File: config.mk
export PLATFORM = sky130hd
export DESIGN_NAME = delimited_field_splitter
export DESIGN_NICKNAME = d
export VERILOG_FILES = /design/src/rtl/dfs_pkg.sv /design/src/rtl/dfs_core.sv /design/src/rtl/dfs_result_fifo.sv /design/src/rtl/delimited_field_splitter.sv
export SDC_FILE = /design/constraint.sdc
export NUM_CORES = 1
export LEC_CHECK = 0
export BUFFER_PORTS_ARGS = -buffer_cell sky130_fd_sc_hd__clkbuf_2
export CAP_MARGIN = 5
export CORE_ASPECT_RATIO = 1.25
export CORE_MARGIN = 1.5
export CORE_UTILIZATION = 45
export CTS_CLUSTER_DIAMETER = 120
export DETAILED_ROUTE_END_ITERATION = 12
export GPL_ROUTABILITY_DRIVEN = 0
export GPL_TIMING_DRIVEN = 1
export HOLD_SLACK_MARGIN = 0.12
export PLACE_DENSITY_LB_ADDON = 0.15
export SLEW_MARGIN = 25
export SYNTH_ARGS = -nofsm -noshare
export SYNTH_HDL_FRONTEND = slang
export SYNTH_SLANG_ARGS = --single-unit
File: constraint.sdc
create_clock -name clk -period 14.8 [get_ports clk]
set_input_delay 0.74 -clock clk [delete_from_list [all_inputs] [get_ports clk]]
set_output_delay 0.74 -clock clk [all_outputs]
set_load 0.02 [all_outputs]
File: src/rtl/dfs_pkg.sv
package dfs_pkg;

  // widths fixed by the item fields
  localparam int unsigned POS_W  = 10;
  localparam int unsigned LEN_W  = 4;
  localparam int unsigned DATA_W = 64;
  localparam int unsigned IDX_W  = 2;

  // configuration register indexes
  localparam logic [IDX_W-1:0] CFG_IDX_DELIM_LEN   = 2'd0;
  localparam logic [IDX_W-1:0] CFG_IDX_DELIM_BYTES = 2'd1;

  // configuration reset values: one byte, comma
  localparam logic [LEN_W-1:0]  DELIM_LEN_RST   = 4'd1;
  localparam logic [DATA_W-1:0] DELIM_BYTES_RST = 64'd44;

  // line ending characters
  localparam logic [7:0] CHAR_LF = 8'h0A;
  localparam logic [7:0] CHAR_CR = 8'h0D;

  // saturation value of the field count
  localparam logic [POS_W-1:0] COUNT_MAX = 10'd1023;

  typedef enum logic [1:0] {
    STAT_OK        = 2'd0,
    STAT_NO_DELIM  = 2'd1,
    STAT_SATURATED = 2'd2
  } status_t;

  typedef struct packed {
    logic             is_summary;
    logic [POS_W-1:0] field_start;
    logic [POS_W-1:0] field_end;
    logic [POS_W-1:0] field_count;
    status_t          status;
  } result_t;

  // results produced by one item: slot 0 first, slot 1 only with slot 0
  typedef struct packed {
    logic    push0;
    logic    push1;
    result_t res0;
    result_t res1;
  } push_t;

endpackage

File: src/rtl/dfs_core.sv
module dfs_core #(
  parameter int MAX_DELIM_BYTES = 8,
  parameter int MAX_LINE_BYTES  = 1024
) (
  input  logic                       clk,
  input  logic                       rst_n,
  input  logic                       item_acc,
  input  logic [7:0]                 line_byte,
  input  logic                       end_of_line,
  input  logic                       cfg_wr,
  input  logic [dfs_pkg::IDX_W-1:0]  cfg_index,
  input  logic [dfs_pkg::DATA_W-1:0] cfg_data,
  output dfs_pkg::push_t             push
);

  localparam int RB_BYTES = (MAX_DELIM_BYTES < 2) ? 2 : MAX_DELIM_BYTES;
  localparam int RB_W     = RB_BYTES * 8;
  localparam int POS_LIM  = (MAX_LINE_BYTES - 1 > 1023) ? 1023 : MAX_LINE_BYTES - 1;
  localparam logic [dfs_pkg::POS_W-1:0] LIM = dfs_pkg::POS_W'(POS_LIM);

  // configuration registers
  logic [dfs_pkg::LEN_W-1:0]  cfg_len_r;
  logic [dfs_pkg::DATA_W-1:0] cfg_bytes_r;

  // line state
  logic [RB_W-1:0]          recent_r, recent_nxt;
  logic [2:0]               skip_r, skip_nxt;
  logic [dfs_pkg::POS_W-1:0] pos_r, pos_nxt;
  logic [dfs_pkg::POS_W-1:0] cfs_r, cfs_nxt;
  logic [dfs_pkg::POS_W-1:0] fields_r, fields_nxt;
  logic                     ovf_r, ovf_nxt;

  logic [dfs_pkg::LEN_W-1:0] len_eff;
  logic [MAX_DELIM_BYTES:0]  hit;
  logic                      win_hit;
  logic [dfs_pkg::POS_W:0]   end_raw;
  logic [dfs_pkg::POS_W:0]   mstart_raw;
  logic                      clamp;
  logic [dfs_pkg::POS_W-1:0] end_pos;
  logic                      match;
  logic                      ovf_a, ovf_b, ovf_c;
  logic [dfs_pkg::POS_W-1:0] fields_a, fields_b;
  logic [dfs_pkg::POS_W-1:0] cfs_mid;
  logic [dfs_pkg::POS_W-1:0] trim_end;
  logic                      final_fld;
  dfs_pkg::result_t          match_res, final_res, summ_res;

  // effective delimiter length
  always_comb begin
    if (cfg_len_r > dfs_pkg::LEN_W'(MAX_DELIM_BYTES)) begin
      len_eff = dfs_pkg::LEN_W'(MAX_DELIM_BYTES);
    end else begin
      len_eff = cfg_len_r;
    end
  end

  assign recent_nxt = {recent_r[RB_W-9:0], line_byte};

  // parallel window compare for every delimiter length
  always_comb begin
    hit = '0;
    for (int l = 1; l <= MAX_DELIM_BYTES; l++) begin
      hit[l] = 1'b1;
      for (int i = 0; i < l; i++) begin
        if (recent_nxt[8*(l-1-i) +: 8] != cfg_bytes_r[8*i +: 8]) hit[l] = 1'b0;
      end
    end
  end

  always_comb begin
    win_hit = 1'b0;
    for (int l = 1; l <= MAX_DELIM_BYTES; l++) begin
      if (len_eff == dfs_pkg::LEN_W'(l)) win_hit = hit[l];
    end
  end

  // position advance with saturation
  assign end_raw    = {1'b0, pos_r} + 11'd1;
  assign clamp      = end_raw > {1'b0, LIM};
  assign end_pos    = clamp ? LIM : end_raw[dfs_pkg::POS_W-1:0];
  assign mstart_raw = end_raw - {7'd0, len_eff};
  assign ovf_a      = ovf_r | clamp;

  // delimiter match
  assign match = (len_eff != '0) && (skip_r == 3'd0) &&
                 (end_raw >= {7'd0, len_eff}) &&
                 (mstart_raw >= {1'b0, cfs_r}) && win_hit;

  // field count after a match
  always_comb begin
    ovf_b    = ovf_a;
    fields_a = fields_r;
    if (match) begin
      if (fields_r == dfs_pkg::COUNT_MAX) begin
        ovf_b = 1'b1;
      end else begin
        fields_a = fields_r + 10'd1;
      end
    end
  end

  assign cfs_mid = match ? end_pos : cfs_r;

  // trailing lf, crlf or cr dropped from the last field
  always_comb begin
    trim_end = end_pos;
    if (line_byte == dfs_pkg::CHAR_LF) begin
      trim_end = end_pos - 10'd1;
      if (trim_end != '0 && recent_r[7:0] == dfs_pkg::CHAR_CR) begin
        trim_end = end_pos - 10'd2;
      end
    end else if (line_byte == dfs_pkg::CHAR_CR) begin
      trim_end = end_pos - 10'd1;
    end
  end

  assign final_fld = (len_eff != '0) && (cfs_mid < trim_end);

  // field count after the final field
  always_comb begin
    ovf_c    = ovf_b;
    fields_b = fields_a;
    if (final_fld) begin
      if (fields_a == dfs_pkg::COUNT_MAX) begin
        ovf_c = 1'b1;
      end else begin
        fields_b = fields_a + 10'd1;
      end
    end
  end

  // result items
  always_comb begin
    match_res.is_summary  = 1'b0;
    match_res.field_start = cfs_r;
    match_res.field_end   = mstart_raw[dfs_pkg::POS_W-1:0];
    match_res.field_count = '0;
    match_res.status      = ovf_b ? dfs_pkg::STAT_SATURATED : dfs_pkg::STAT_OK;

    final_res.is_summary  = 1'b0;
    final_res.field_start = cfs_mid;
    final_res.field_end   = trim_end;
    final_res.field_count = '0;
    final_res.status      = ovf_c ? dfs_pkg::STAT_SATURATED : dfs_pkg::STAT_OK;

    summ_res.is_summary  = 1'b1;
    summ_res.field_start = '0;
    summ_res.field_end   = '0;
    if (len_eff == '0) begin
      summ_res.field_count = '0;
      summ_res.status      = dfs_pkg::STAT_NO_DELIM;
    end else begin
      summ_res.field_count = fields_b;
      summ_res.status      = ovf_c ? dfs_pkg::STAT_SATURATED : dfs_pkg::STAT_OK;
    end
  end

  // slot assignment
  always_comb begin
    push.push0 = 1'b0;
    push.push1 = 1'b0;
    push.res0  = summ_res;
    push.res1  = summ_res;
    if (item_acc) begin
      if (match) begin
        push.push0 = 1'b1;
        push.res0  = match_res;
        push.push1 = end_of_line;
      end else if (end_of_line) begin
        push.push0 = 1'b1;
        if (final_fld) begin
          push.res0  = final_res;
          push.push1 = 1'b1;
        end
      end
    end
  end

  // next line state
  always_comb begin
    if (match) begin
      skip_nxt = 3'(len_eff - 4'd1);
    end else if (skip_r != 3'd0) begin
      skip_nxt = skip_r - 3'd1;
    end else begin
      skip_nxt = skip_r;
    end
    pos_nxt    = end_pos;
    cfs_nxt    = cfs_mid;
    fields_nxt = fields_a;
    ovf_nxt    = ovf_b;
    if (end_of_line) begin
      skip_nxt   = 3'd0;
      pos_nxt    = '0;
      cfs_nxt    = '0;
      fields_nxt = '0;
      ovf_nxt    = 1'b0;
    end
  end

  // state registers
  always_ff @(posedge clk) begin
    if (!rst_n) begin
      recent_r <= '0;
      skip_r   <= '0;
      pos_r    <= '0;
      cfs_r    <= '0;
      fields_r <= '0;
      ovf_r    <= 1'b0;
    end else if (item_acc) begin
      recent_r <= recent_nxt;
      skip_r   <= skip_nxt;
      pos_r    <= pos_nxt;
      cfs_r    <= cfs_nxt;
      fields_r <= fields_nxt;
      ovf_r    <= ovf_nxt;
    end
  end

  // configuration registers
  always_ff @(posedge clk) begin
    if (!rst_n) begin
      cfg_len_r   <= dfs_pkg::DELIM_LEN_RST;
      cfg_bytes_r <= dfs_pkg::DELIM_BYTES_RST;
    end else if (cfg_wr) begin
      if (cfg_index == dfs_pkg::CFG_IDX_DELIM_LEN) begin
        cfg_len_r <= cfg_data[dfs_pkg::LEN_W-1:0];
      end
      if (cfg_index == dfs_pkg::CFG_IDX_DELIM_BYTES) begin
        cfg_bytes_r <= cfg_data;
      end
    end
  end

`ifndef SYNTHESIS
  a_second_is_summary: assert property (@(posedge clk) disable iff (!rst_n)
    push.push1 |-> (push.push0 && push.res1.is_summary && !push.res0.is_summary))
    else $error("second result of an item is not the line summary");
  a_line_state_cleared: assert property (@(posedge clk) disable iff (!rst_n)
    (item_acc && end_of_line) |=> (pos_r == '0 && fields_r == '0 && cfs_r == '0))
    else $error("line state not cleared after end of line");
  a_skip_bound: assert property (@(posedge clk) disable iff (!rst_n)
    skip_r <= 3'(MAX_DELIM_BYTES - 1))
    else $error("skip count beyond delimiter length");
`endif

endmodule

File: src/rtl/dfs_result_fifo.sv
module dfs_result_fifo (
  input  logic             clk,
  input  logic             rst_n,
  input  dfs_pkg::push_t   push,
  input  logic             pop,
  output logic             room2,
  output logic             not_empty,
  output dfs_pkg::result_t head
);

  localparam int DEPTH = 4;
  localparam int PW    = $clog2(DEPTH);
  localparam int CW    = $clog2(DEPTH + 1);

  dfs_pkg::result_t mem_r [DEPTH];
  logic [PW-1:0]    head_r, head_nxt;
  logic [PW-1:0]    tail_r, tail_nxt;
  logic [PW-1:0]    tail_p1;
  logic [CW-1:0]    count_r, count_nxt;
  logic             do_pop;

  assign not_empty = count_r != '0;
  assign room2     = count_r <= CW'(DEPTH - 2);
  assign head      = mem_r[head_r];
  assign do_pop    = pop && not_empty;
  assign tail_p1   = tail_r + PW'(1);

  // pointer and fill count update
  always_comb begin
    head_nxt  = do_pop ? head_r + PW'(1) : head_r;
    tail_nxt  = tail_r + PW'(push.push0) + PW'(push.push1);
    count_nxt = count_r + CW'(push.push0) + CW'(push.push1) - CW'(do_pop);
  end

  always_ff @(posedge clk) begin
    if (!rst_n) begin
      head_r  <= '0;
      tail_r  <= '0;
      count_r <= '0;
    end else begin
      head_r  <= head_nxt;
      tail_r  <= tail_nxt;
      count_r <= count_nxt;
    end
  end

  // entry storage, up to two writes a cycle
  always_ff @(posedge clk) begin
    if (push.push0) begin
      mem_r[tail_r] <= push.res0;
    end
    if (push.push1) begin
      mem_r[tail_p1] <= push.res1;
    end
  end

`ifndef SYNTHESIS
  a_count_bound: assert property (@(posedge clk) disable iff (!rst_n)
    count_r <= CW'(DEPTH))
    else $error("result queue overfilled");
  a_push_has_room: assert property (@(posedge clk) disable iff (!rst_n)
    push.push0 |-> (count_r <= CW'(DEPTH - 2)))
    else $error("results pushed without room for two");
`endif

endmodule

File: src/rtl/delimited_field_splitter.sv
// a result item is queued when its byte is accepted and reaches out_ from the queue head
// throughput: one byte item per cycle while in_ready is high; the window compare
// and the position update finish in that cycle, and results go to a four-entry queue
// a byte that ends a line can give two result items, drained one per cycle while
// out_ready is high; in_ready drops while the queue has fewer than two free entries
// reset: rst_n synchronous active low; clears line state and queue, delimiter back to comma
module delimited_field_splitter #(
  parameter int MAX_DELIM_BYTES = 8,
  parameter int MAX_LINE_BYTES  = 1024
) (
  input  logic                       clk,
  input  logic                       rst_n,
  input  logic                       in_valid,
  output logic                       in_ready,
  input  logic [7:0]                 in_line_byte,
  input  logic                       in_end_of_line,
  output logic                       out_valid,
  input  logic                       out_ready,
  output logic                       out_is_summary,
  output logic [dfs_pkg::POS_W-1:0]  out_field_start,
  output logic [dfs_pkg::POS_W-1:0]  out_field_end,
  output logic [dfs_pkg::POS_W-1:0]  out_field_count,
  output logic [1:0]                 out_status,
  input  logic                       cfg_valid,
  output logic                       cfg_ready,
  input  logic [dfs_pkg::IDX_W-1:0]  cfg_index,
  input  logic [dfs_pkg::DATA_W-1:0] cfg_data
);

  dfs_pkg::push_t   push;
  dfs_pkg::result_t head;
  logic             room2;
  logic             item_acc;

  assign cfg_ready = 1'b1;
  assign in_ready  = room2;
  assign item_acc  = in_valid && in_ready;

  // per-byte match and line bookkeeping
  dfs_core #(
    .MAX_DELIM_BYTES (MAX_DELIM_BYTES),
    .MAX_LINE_BYTES  (MAX_LINE_BYTES)
  ) u_core (
    .clk         (clk),
    .rst_n       (rst_n),
    .item_acc    (item_acc),
    .line_byte   (in_line_byte),
    .end_of_line (in_end_of_line),
    .cfg_wr      (cfg_valid && cfg_ready),
    .cfg_index   (cfg_index),
    .cfg_data    (cfg_data),
    .push        (push)
  );

  // result queue
  dfs_result_fifo u_fifo (
    .clk       (clk),
    .rst_n     (rst_n),
    .push      (push),
    .pop       (out_ready),
    .room2     (room2),
    .not_empty (out_valid),
    .head      (head)
  );

  assign out_is_summary  = head.is_summary;
  assign out_field_start = head.field_start;
  assign out_field_end   = head.field_end;
  assign out_field_count = head.field_count;
  assign out_status      = head.status;

endmodule

* After elaboration in Yosys (flattened, before gate mapping)
Memory sizes are Yosys's and may differ from the RTL's. A register that Yosys moved wholly into a read port is not among the register bits.
Index checks and enable logic that the tools add are counted.
** Word-level totals
- Register bits after elaboration :: 165
- RAM bits :: 132
- Input bits :: 80
- Output and inout bits :: 36
- Word-level logic and storage cells :: 181
- Memories :: 1
** Cells by class
- Add/subtract/negate cells :: 15
- Magnitude comparators :: 6
- Eq/ne operators :: 50
- Mux-type cells :: 78
- Bitwise logic cells :: 1
- Reduce and logical (&&, ||, !) cells :: 19
** Memory list
- u_fifo.mem_r :: depth 4, bits a word 33, read ports 1, clocked after Yosys merged registers in 1, write ports 2, line dfs_result_fifo.sv:15 : dfs_pkg::result_t mem_r [DEPTH];
** Operator list (number)
- $ne A8 B8 Y1 :: 36
- $mux W10 :: 12
- $mux W35 :: 3
- $mux W1 :: 53
- $mux W34 :: 1
- $eq A8 B4 Y1 const B :: 3
- $add A10 B1 Y10 const B :: 2
- $eq A10 B10 Y1 const B :: 2
- $eq A4 B3 Y1 const B :: 4
- $mux W12 :: 1
- $add A10 B1 Y11 const B :: 1
- $ge A11 B10 Y1 :: 1
- $ge A11 B4 Y1 :: 1
- $gt A11 B10 Y1 const B :: 1
- $sub A11 B4 Y11 :: 1
- $lt A10 B10 Y1 :: 1
- $reduce_bool A10 Y1 :: 1
- $sub A10 B1 Y10 const B :: 1
- $sub A10 B2 Y10 const B :: 1
- $mux W3 :: 3
- $reduce_bool A3 Y1 :: 3
- $eq A4 B2 Y1 const B :: 2
- $logic_and A1 B1 Y1 :: 8
- $mux W2 :: 4
- other kinds (17) :: 23

* Logic depth before layout (Yosys ltp)
Gate-level depths: netlist of the first run.
- Word-level depth :: 25
- Gate-level depth with buffers :: 35
- Depth with buffers taken out :: 30

* Cells and area by module
A second synthesis of the first run with hierarchy kept.
** Unflattened totals
- Cells, all modules :: 1991
- Area total of the unflattened synthesis :: 19618.8 µm²
** Modules (own cells, without submodules)
- dfs_core :: times used 1, cells an instance 1621, area each 12776.0 µm², seq. area each 3163.0 µm²
- dfs_result_fifo :: times used 1, cells an instance 367, area each 6825.3 µm², seq. area each 4144.0 µm²
- delimited_field_splitter :: times used 1, cells an instance 3, area each 17.5 µm², seq. area each 0.0 µm²

* Worst setup path before layout of the first run
Ideal clock, no wire load.
- Kind :: register to register
- From :: register u_core.pos_r[0] (netlist bit)
- To :: memory u_fifo.mem_r[0][9] (netlist bit), data pin
- Library setup time :: 0.264 ns
- Arrival :: 6.575 ns
- Data required time :: 14.536 ns
- Path slack :: 7.961 ns
- Cell stages (with the launch flop) :: 31
- Buffers on the path :: 3
- Period minus slack after synthesis :: 6.839 ns
- Cell sequence :: dfxtp_1 -> inv_1 -> ha_1 -> inv_1 -> fa_1 -> a21o_1 -> a21oi_1 -> nand3_1 -> xor2_1 -> ha_1 -> a2111oi_0 -> o21ai_0 -> o221ai_1 -> nand4b_1 -> nand2_2 -> or3_1 -> buf_2 -> buf_2 -> buf_1 -> a21oi_1 -> ha_1 -> a21o_1 -> a21o_1 -> a21oi_1 -> o211ai_1 -> or3_1 -> a211o_1 -> and2_4 -> or4_4 -> xnor2_2 -> nor2_1
** RTL lines
- from (decl) :: line dfs_core.sv:28 : logic [dfs_pkg::POS_W-1:0] pos_r, pos_nxt;
- from (signal assigned) :: line dfs_core.sv:213 : pos_r <= pos_nxt;
- to (decl) :: line dfs_result_fifo.sv:15

==> results_dict.tcl, run 1 <==
set metrics [dict create \
    cts_max_path_buffers 3 \
    path_buf_inv 3 \
    start_util_pct 45.71 \
    synth_cell_type_count 84 \
    yosysTopAreaCell "dfxtp_1" \
    chipWidth_um 181.5 \
    ioPinCount 116 \
    viasPerCell 5.882 \
    grt_pass1_wl_um 85580 \
    hold_buffers 0 \
    ys_ff_latch 299 \
    final-seq-area_mm2 0.006471 \
    rr_worst_depth 27 \
    cp_slowest_cell "nand3b_1" \
    yosys_warnings 0 \
    synth_flop_cell "dfxtp_1" \
    rr_endpoint "u_fifo.mem_r[3][4]$_DFFE_PP_" \
    layout.cells.non_filler 2547 \
    netlist_instances 2051 \
    core_mm2 0.03922 \
    synthArstFlopShare_pct 0 \
    dp.cells 2486 \
    firstDrtPassIters 5 \
    synth_area_mm2 0.01793 \
    grt_max_degree 122 \
    cts.repair.resized 0 \
    routedWlPerCell_um 21.59 \
    r2r_slack_ps 6390 \
    crit-reg2reg-launch "u_core.pos_r[0]$_SDFFE_PN0P_" \
    drtAntennaViolNets 0 \
    tightest_slew_ps 1023 \
    switching_share_pct 33.37 \
    vias 14981 \
    drv_slew 0 \
    drc 0 \
    ir_worst_vdd_uv 94.85 \
    h-tree-depth 2 \
    rsz0062_at_grt "false" \
    grt_pass1_vias 14748 \
    hold_depth 3 \
    layout-drive-gt1-share_pct 12.20 \
    cts_inserted_buffers 34 \
    die_h_um 226.2 \
    drt_wl_total_um 54980 \
    fin_crit_sh_pct 56.85 \
    status "completed" \
    startpoint_type "register" \
    drt-initial-drc-count 1048 \
    arrival_ps 8570 \
    drv_cap 0 \
    finalCriticalPeriod_ps 8413 \
    grt_usage_pct 27.00 \
    end_kind "register" \
    final_nets 2141 \
    clock-sinks 299 \
    synth_edf_count 48 \
    num_rows 81 \
    hp-class "primary input to register" \
    synth_fp_nets 2168 \
    fmax_mhz 118.9 \
    crit_type "register to register" \
    cts_tree "built" \
    portBuffers 114 \
    skew_ps 18.78 \
    whs_endpoint "u_core.cfg_bytes_r[5]$_SDFFE_PN1P_" \
    root_buffer "clkbuf_16" \
    p_comb_share_pct 23.9 \
    p_int_mw 1.554 \
    seq_power_share_pct 41.5 \
    max_stage_delay_ps 760 \
    power_density_mw_per_mm2 119.6 \
    max_slew_margin_pct 31.78 \
    grt_antenna_before_repair 0 \
    multi_input_area_mm2 0.01055 \
    hold_viol_final 0 \
    antenna_cells 0 \
    cp_top_family "compound AO/OA/AOI/OAI gates" \
    critPathMaxFanout 21 \
    synth.most_common_cell "nand2_1" \
    dieArea_mm2 0.04106 \
    grt-ovfl-total 0 \
    setup_viol 0 \
    required_ps 14960 \
    area_growth_pct 8.779 \
    dp.final_hpwl_um 39080 \
    synth_top_cell_area_share_pct 28.03 \
    ys_seq_area_share_pct 36.06 \
    syn_avg_cell_area_um2 8.742 \
    p_leak_nw 7.439 \
    synth_common_cells "nand2_1, dfxtp_1, xor2_1, xnor2_1, a21boi_0" \
    clk_latency_ps 530 \
    path_common_cell "ha_1" \
    p_clk_share_pct 34.6 \
    synthTopCellsByArea "dfxtp_1, xor2_1, edfxtp_1" \
    clk_pin_slew_worst_paths_ps 60 \
    switchingPower_uw 778.4 \
    hp-start "cfg_data[5]" \
    cts_setup_buffers 0 \
    fill_cells 3828 \
    finalSetupTns_ps 0 \
]
==> worst max path at each step <==
stage                                       startpoint                            to  slack, ps  cells after the start
after floorplan           u_core.pos_r[0]$_SDFFE_PN0P_  u_fifo.mem_r[0][9]$_DFFE_PP_       7960                     30
after global placement    u_core.pos_r[0]$_SDFFE_PN0P_  u_fifo.mem_r[3][5]$_DFFE_PP_       6690                     27
after detailed placement  u_core.pos_r[0]$_SDFFE_PN0P_  u_fifo.mem_r[3][6]$_DFFE_PP_       6390                     27
after CTS                 u_core.pos_r[0]$_SDFFE_PN0P_  u_fifo.mem_r[3][4]$_DFFE_PP_       6380                     27
after global routing      u_core.pos_r[0]$_SDFFE_PN0P_  u_fifo.mem_r[3][8]$_DFFE_PP_       5790                     27
final                     u_core.pos_r[0]$_SDFFE_PN0P_  u_fifo.mem_r[3][4]$_DFFE_PP_       6390                     27
==> placed cells by master, fill, tap and decap left out, drive strengths merged, types with 5 or more instances in the layout <==
cell / n
nor2b: 35
mux2i: 7
and4: 5
a22o: 41
or4: 8
a22oi: 25
nor4: 64
nor2: 79
xor2: 184
buf: 12
nand2b: 9
mux4: 33
and3: 13
o2bb2a: 5
or3: 9
clkinv: 10
and2: 21
xnor2: 143
a2bb2oi: 5
a31oi: 11
edfxtp: 48
a21boi: 125
nand3: 36
nor3: 29
inv: 40
dfxtp: 251
o21ai: 80
ha: 33
nor3b: 7
nand4: 52
a21o: 9
o211ai: 6
clkbuf: 158
a21oi: 36
nand2: 356
==> logic make-up after synthesis <==
logic type | count (synthesis) | synth area share [%]
adder cells (fa/ha/maj) | 37 | 2.750
multiplexers | 44 | 4.787
XOR/XNOR | 327 | 16.06
flip-flops | 299 | 36.06
buffers and inverters | 224 | 5.115
AND/OR/NAND/NOR | 733 | 19.67
other | 1 | 0.02092
AO/OA/AOI/OAI | 386 | 15.53
==> state kept, by name, summed over array words and instances, names as in the netlist, named ones only <==
| register | flops |
|---|---|
| u_fifo.head_r | 2 |
| u_fifo.tail_r | 2 |
| u_core.cfg_bytes_r | 64 |
| u_core.skip_r | 3 |
| u_core.pos_r | 10 |
| u_fifo.count_r | 3 |
| u_core.recent_r | 56 |
| u_core.ovf_r | 1 |
| u_core.cfs_r | 10 |
| u_core.fields_r | 10 |
| u_core.cfg_len_r | 4 |
| u_fifo.mem_r | 132 |
==> worst register-to-register path: stages, from the launching register on <==
cell	delay, ps
dfxtp_1	520
ha_1	440
xnor2_1	250
inv_1	150
ha_1	350
a21o_1	200
a21oi_1	260
nand3_1	140
xor2_1	300
ha_1	310
a2111oi_0	360
o21ai_0	170
o221ai_1	230
nand4b_1	180
nand2_2	170
or3_1	410
buf_4	340
o21ai_0	170
ha_1	220
a21o_1	150
a21o_1	170
a21oi_1	140
o211ai_1	160
nor3_1	220
a211o_1	420
a21oi_1	140
nand3b_1	760
inv_1	720
==> final cells by class <==
class                      count  area share [%]
multi-input combinational   1528           54.10
clock inverter                16          0.7057
timing repair buffer         125           3.381
inverter                      36          0.6928
clock buffer                  45           4.747
tap                          498           3.195
sequential                   299           33.18
==> power by group through the flow <==
stage	clock network, mW	registers (mW)	logic (mW)
finish	0.808	0.968	0.556
global route	0.862	0.973	0.608
CTS	0.828	0.965	0.558
detailed placement	0	0.983	0.557
global placement	0	0.981	0.546
floorplan	0	0.909	0.458
==> metal layers <==
layer	global-route usage, %	share of wire (%)
met4	14.01	5.6
met2	48.08	49
met1	31.81	40
met5	0	0
met3	3.370	5.3
==> per-stage QoR <==
| step | power (mW) | worst slack, ps | utilization, % | instance area [um^2] | hold slack, ps |
|---|---|---|---|---|---|
| 3_5_place_dp | 1.540 | 6394 | 47.00 | 18430 | 436.9 |
| 2_1_floorplan | 1.367 | 7961 | - | 17930 | 419.8 |
| 4_1_cts | 2.351 | 6379 | 49.71 | 19500 | 423.0 |
| 5_1_grt | 2.444 | 5793 | 49.73 | 19500 | 440.3 |
| 6_report | 2.333 | 6387 | 49.73 | 19500 | 437.9 |
| 3_3_place_gp | 1.526 | 6690 | 47.00 | 18430 | 428.3 |
Power figures use the tool's default switching activity.
==> run 2, diff against run 1 <==
==> constraint.sdc (replaced) <==
create_clock -name clk -period 7.15 [get_ports clk]
set_input_delay 0.3575 -clock clk [delete_from_list [all_inputs] [get_ports clk]]
set_output_delay 0.3575 -clock clk [all_outputs]
set_load 0.02 [all_outputs]
==> run 2 against run 1 <==
  * Sequential share of layout area decreased by 1.6 points
  * Critical path depth unchanged
  * Clock skew decreased by 2.9 ps
  * Clock-buffer cell count decreased by 2
  * Hold slack got worse by 190 ps
  * Routed wire length increased by 2.7%
  * Fmax increased by 22%
  * Global-route usage increased by 0.44 points
  * Largest cell class unchanged
  * First-iteration DRC count increased by 10%
  * Critical path type unchanged
==> results_dict.tcl, run 2 (synthesis gave the netlist of run 1 again) <==
set metrics [dict create \
    power_density_mw_per_mm2 240.3 \
    startpoint_type "register" \
    grt_pass1_vias 15318 \
    drt_wl_total_um 56480 \
    h-tree-depth 1 \
    critPathMaxFanout 9 \
    arrival_ps 7200 \
    dp.cells 2518 \
    grt_usage_pct 27.44 \
    core_mm2 0.03922 \
    dieArea_mm2 0.04106 \
    crit_type "register to register" \
    drv_cap 0 \
    viasPerCell 5.877 \
    ir_worst_vdd_uv 232.8 \
    drtAntennaViolNets 0 \
    startpoint "u_core.pos_r[0]$_SDFFE_PN0P_" \
    chipWidth_um 181.5 \
    firstDrtPassIters 7 \
    area_growth_pct 14.24 \
    clock-sinks 299 \
    root_buffer "clkbuf_16" \
    antenna_cells 0 \
    drc 0 \
    crit-reg2reg-launch "u_core.pos_r[0]$_SDFFE_PN0P_" \
    drt-initial-drc-count 1154 \
    cts_inserted_buffers 31 \
    dp.final_hpwl_um 39670 \
    fin_crit_sh_pct 96.13 \
    die_h_um 226.2 \
    grt-ovfl-total 0 \
    hold_viol_final 0 \
    cts_max_path_buffers 3 \
    fmax_mhz 145.5 \
    drv_slew 0 \
    final_common_cell "nand2_1" \
    layout.cells.non_filler 2641 \
    grt_pass1_wl_um 87620 \
    utilization_pct 52.23 \
    hp-start "cfg_index[1]" \
    final_cell_mix "nand2_1, dfxtp_1, xor2_1" \
    p_leak_nw 7.876 \
    max_slew_margin_pct 26.30 \
    multi_input_area_mm2 0.01066 \
    top_regs "u_fifo.mem_r x132, u_core.cfg_bytes_r x64, u_core.recent_r x56" \
    grt_max_degree 92 \
    largest_reg_flops 132 \
    clk_pin_slew_worst_paths_ps 70 \
    cts_tree "built" \
    start_util_pct 45.71 \
    portBuffers 114 \
    end_kind "register" \
    final_nets 2235 \
    required_ps 7480 \
    finalSetupTns_ps 0 \
    layout-drive-gt1-share_pct 13.95 \
    final-seq-area_mm2 0.006474 \
    status "completed" \
    routedWlPerCell_um 21.38 \
    num_rows 81 \
    grt_antenna_before_repair 0 \
    ioPinCount 116 \
    regMostFlops "u_fifo.mem_r" \
    vias 15520 \
    setup_viol 0 \
    skew_ps 15.90 \
    hp-class "primary input to register" \
    finalPower_mw 4.922 \
    finalCriticalPeriod_ps 6874 \
    timing.hold.ws_ps 250.0 \
    tightest_slew_ps 1103 \
    fill_cells 3701 \
    clk_latency_ps 590 \
]
## run 2: cell count changes in the layout (fill, tap and decap cells not counted), moves of 3 or more
cell,delta
clkinv_2,-4
buf_4,+34
clkbuf_16,-3
dlygate4sd3_1,+64
## run 2: final timing paths
check | end | slack (ps) | cells after the start
min reg2reg | u_fifo.mem_r[2][15]$_SDFFE_PP0P_ | 450 | 2
max reg2reg | u_fifo.mem_r[3][9]$_DFFE_PP_ | 280 | 27
max | u_fifo.mem_r[3][9]$_DFFE_PP_ | 280 | 27
min | u_core.cfg_len_r[0]$_SDFFE_PN1P_ | 250 | 4
## run 2: routing by layer
metal / GRT usage (%) / part of all wire, % / vias up / routed length (um)
met5: 0 / 0 / - / 0
met4: 15.13 / 6.1 / 0 / 3442
met2: 48.91 / 49 / 672 / 27410
met1: 31.53 / 39 / 7378 / 22080
li1: - / - / 7239 / -
met3: 4.080 / 6.3 / 231 / 3539
## run 2: timing repair
action | CTS | global route
setup buffers | 0 | 1
endpoints found under the hold margin | 68 | 0
endpoints found under the setup margin | 0 | 140
hold buffers | 64 | 0
resized for setup | 0 | 23
## run 2: final cells by class
type                    count  area share (%)
well taps                 498           3.042
flip-flops and latches    299           31.60
clock inverters            15          0.8552
multi-input cells        1528           52.04
inverters                  36          0.6597
clock buffers              43           4.264
repair buffers            222           7.538
## run 2: power by group
group          switching, mW  internal, mW  total, mW  leakage [nW]
clock                  0.712         0.965       1.68         0.516
combinational          0.748         0.500       1.25          4.88
sequential             0.180          1.82       2.00          2.48
## run 2: critical path: stages (launching register included)
cell,delay (ps)
dfxtp_2,380
buf_4,160
ha_1,220
buf_4,190
nand3_1,110
or3_4,380
nand2_2,120
inv_2,90
ha_1,230
a211oi_2,240
xnor2_1,130
or4_1,580
nor4_4,410
and2_4,230
a21oi_1,180
o32ai_1,190
a21oi_1,120
a41oi_2,260
ha_1,290
nor2b_1,130
o21ai_0,140
o211ai_1,170
or3_1,390
a211o_1,280
and2_4,200
or4_4,520
xnor2_4,200
nor2_1,70
## run 2: through the flow
step	setup WS (ps)	area, um^2
final	276.4	20480
after global routing	-47.90	20480
after CTS	128.5	20360
after detailed placement	180.6	18670
after global placement	207.8	18670
after floorplan	311.3	17930
==> run 3, diff against run 2 <==
--- a/config.mk
+++ b/config.mk
@@ -15,8 +15,7 @@
 export GPL_ROUTABILITY_DRIVEN = 0
 export GPL_TIMING_DRIVEN = 1
 export HOLD_SLACK_MARGIN = 0.12
-export PLACE_DENSITY_LB_ADDON = 0.15
-export SLEW_MARGIN = 25
+export SLEW_MARGIN = 20
 export SYNTH_ARGS = -nofsm -noshare
 export SYNTH_HDL_FRONTEND = slang
 export SYNTH_SLANG_ARGS = --single-unit
==> run 3 against run 2 <==
  * Sequential share of layout area decreased by 0.11 points
  * Critical endpoint is now u_fifo.mem_r[1][9]$_DFFE_PP_
  * Worst setup slack worse by 62 ps
  * Utilization increased by 0.14 points
  * Die area stayed put
  * Highest routed layer unchanged
  * First-iteration DRC count increased by 11%
  * Global-route usage decreased by 0.19 points
  * Non-clock buffer count up 5
  * Fmax shrank 0.89%
==> results_dict.tcl, run 3 (synthesis gave the netlist of run 1 again) <==
set metrics [dict create \
    final-seq-area_mm2 0.006469 \
    drt_wl_total_um 56350 \
    dieArea_mm2 0.04106 \
    drtAntennaViolNets 0 \
    skew_ps 26.74 \
    hold_viol_final 0 \
    cp_slowest_cell "or4_1" \
    finalCriticalPeriod_ps 6936 \
    grt_pass1_wl_um 86920 \
    setup_viol 0 \
    hp-class "primary input to register" \
    clk_pin_slew_worst_paths_ps 60 \
    cts_inserted_buffers 34 \
    max_stage_delay_ps 570 \
    num_rows 81 \
    drv_cap 0 \
    tightest_slew_ps 1159 \
    place_area_mm2 0.01873 \
    cts_tree "built" \
    regMostFlops "u_fifo.mem_r" \
    clock-sinks 299 \
    arrival_ps 7190 \
    vias 15573 \
    drc 0 \
    area_growth_pct 14.55 \
    chipWidth_um 181.5 \
    clk_latency_ps 540 \
    portBuffers 114 \
    grt_max_degree 89 \
    finalInstanceArea_mm2 0.02054 \
    critPathMaxFanout 9 \
    multi_input_area_mm2 0.01062 \
    drt-initial-drc-count 1283 \
    fmax_mhz 144.2 \
    grt-ovfl-total 0 \
    dp.final_hpwl_um 39140 \
    end_kind "register" \
    viasPerCell 5.881 \
    grt_usage_pct 27.25 \
    grt_antenna_before_repair 0 \
    final_cell_mix "nand2_1, dfxtp_1, xor2_1" \
    firstDrtPassIters 8 \
    layout-drive-gt1-share_pct 13.81 \
    top_regs "u_fifo.mem_r x132, u_core.cfg_bytes_r x64, u_core.recent_r x56" \
    fill_cells 3657 \
    drv_slew 0 \
    ir_worst_vdd_uv 166.8 \
    final_common_cell "nand2_1" \
    utilization_pct 52.37 \
    start_util_pct 45.71 \
    ioPinCount 116 \
    startpoint_type "register" \
    required_ps 7400 \
    p_leak_nw 7.924 \
    antenna_cells 0 \
    power_density_mw_per_mm2 242.4 \
    grt_pass1_vias 15300 \
    die_h_um 226.2 \
    status "completed" \
    root_buffer "clkbuf_16" \
    path_common_cell "ha_1" \
    core_mm2 0.03922 \
    crit_type "register to register" \
    final_nets 2243 \
    cts_setup_buffers 0 \
    h-tree-depth 2 \
    cts_max_path_buffers 3 \
    fin_crit_sh_pct 97.00 \
    largest_reg_flops 132 \
    routedWlPerCell_um 21.28 \
    max_slew_margin_pct 22.60 \
]
run 3: cell count changes in the layout (fill, tap and decap cells not counted), sizes merged:
| cell | previous run | this run |
|---|---|---|
| buf | 45 | 53 |
| bufinv | 3 | 2 |
| clkbuf | 156 | 157 |
| clkinv | 7 | 10 |
| dlygate4sd3 | 64 | 61 |
| inv | 39 | 38 |
run 3: worst max-delay path: cells and delay by family, from the launching register on:
kind / cells / cell delay (ps)
flops: 1 / 420
buf+inv: 3 / 530
fa+ha+maj: 3 / 800
simple gates: 10 / 2650
xor+xnor: 2 / 340
compound gates: 10 / 1950
run 3: path summary, 6_finish.rpt:
check	from	slack, ps	to	cells after the start
worst max-delay path	u_core.pos_r[0]$_SDFFE_PN0P_	210	u_fifo.mem_r[1][9]$_DFFE_PP_	28
worst min-delay path	cfg_data[3]	140	u_core.cfg_bytes_r[3]$_SDFFE_PN1P_	3
worst max register to register	u_core.pos_r[0]$_SDFFE_PN0P_	210	u_fifo.mem_r[1][9]$_DFFE_PP_	28
worst min register to register	u_fifo.mem_r[1][15]$_SDFFE_PP0P_	450	u_fifo.mem_r[1][15]$_SDFFE_PP0P_	2
run 3: area by class of cell:
type / count / share of cell area (%)
clock inverters: 16 / 0.7676
inverters: 36 / 0.6579
flip-flops and latches: 299 / 31.50
multi-input cells: 1528 / 51.70
well taps: 498 / 3.034
repair buffers: 227 / 7.725
clock buffers: 44 / 4.618
run 3: through the flow:
stage | TNS, ps | total power, mW | hold slack (ps) | worst slack (ps) | instances
floorplan | 0 | 2.830 | 419.8 | 311.3 | 2051
detailed placement | 0 | 3.226 | 439.8 | 215.2 | 2526
finish | 0 | 4.978 | 138.8 | 214.3 | 2648
CTS | 0 | 4.986 | 127.6 | 188.8 | 2647
global route | -1926 | 5.189 | 127.9 | -127.3 | 2648
global placement | 0 | 3.206 | 429.1 | 232.8 | 2526
run 3: what timing repair did:
action / in CTS / in global routing
endpoints found under the setup margin: 0 / 103
gates resized for setup: 0 / 12
hold buffers: 61 / 0
endpoints found under the hold margin: 62 / 0
run 3: where the power goes:
group          internal (mW)  leakage (nW)  total [mW]  switching (mW)
sequential              1.82          2.48        1.97           0.156
clock                   1.01         0.540        1.73           0.717
combinational          0.501          4.90        1.27           0.773
total                   3.33          7.92        4.98            1.65
run 3: layer usage:
metal	global-route usage (%)	wire, um
met1	31.78	21930
met2	48.06	27390
met3	3.580	3376
met4	15.65	3660
met5	0	0
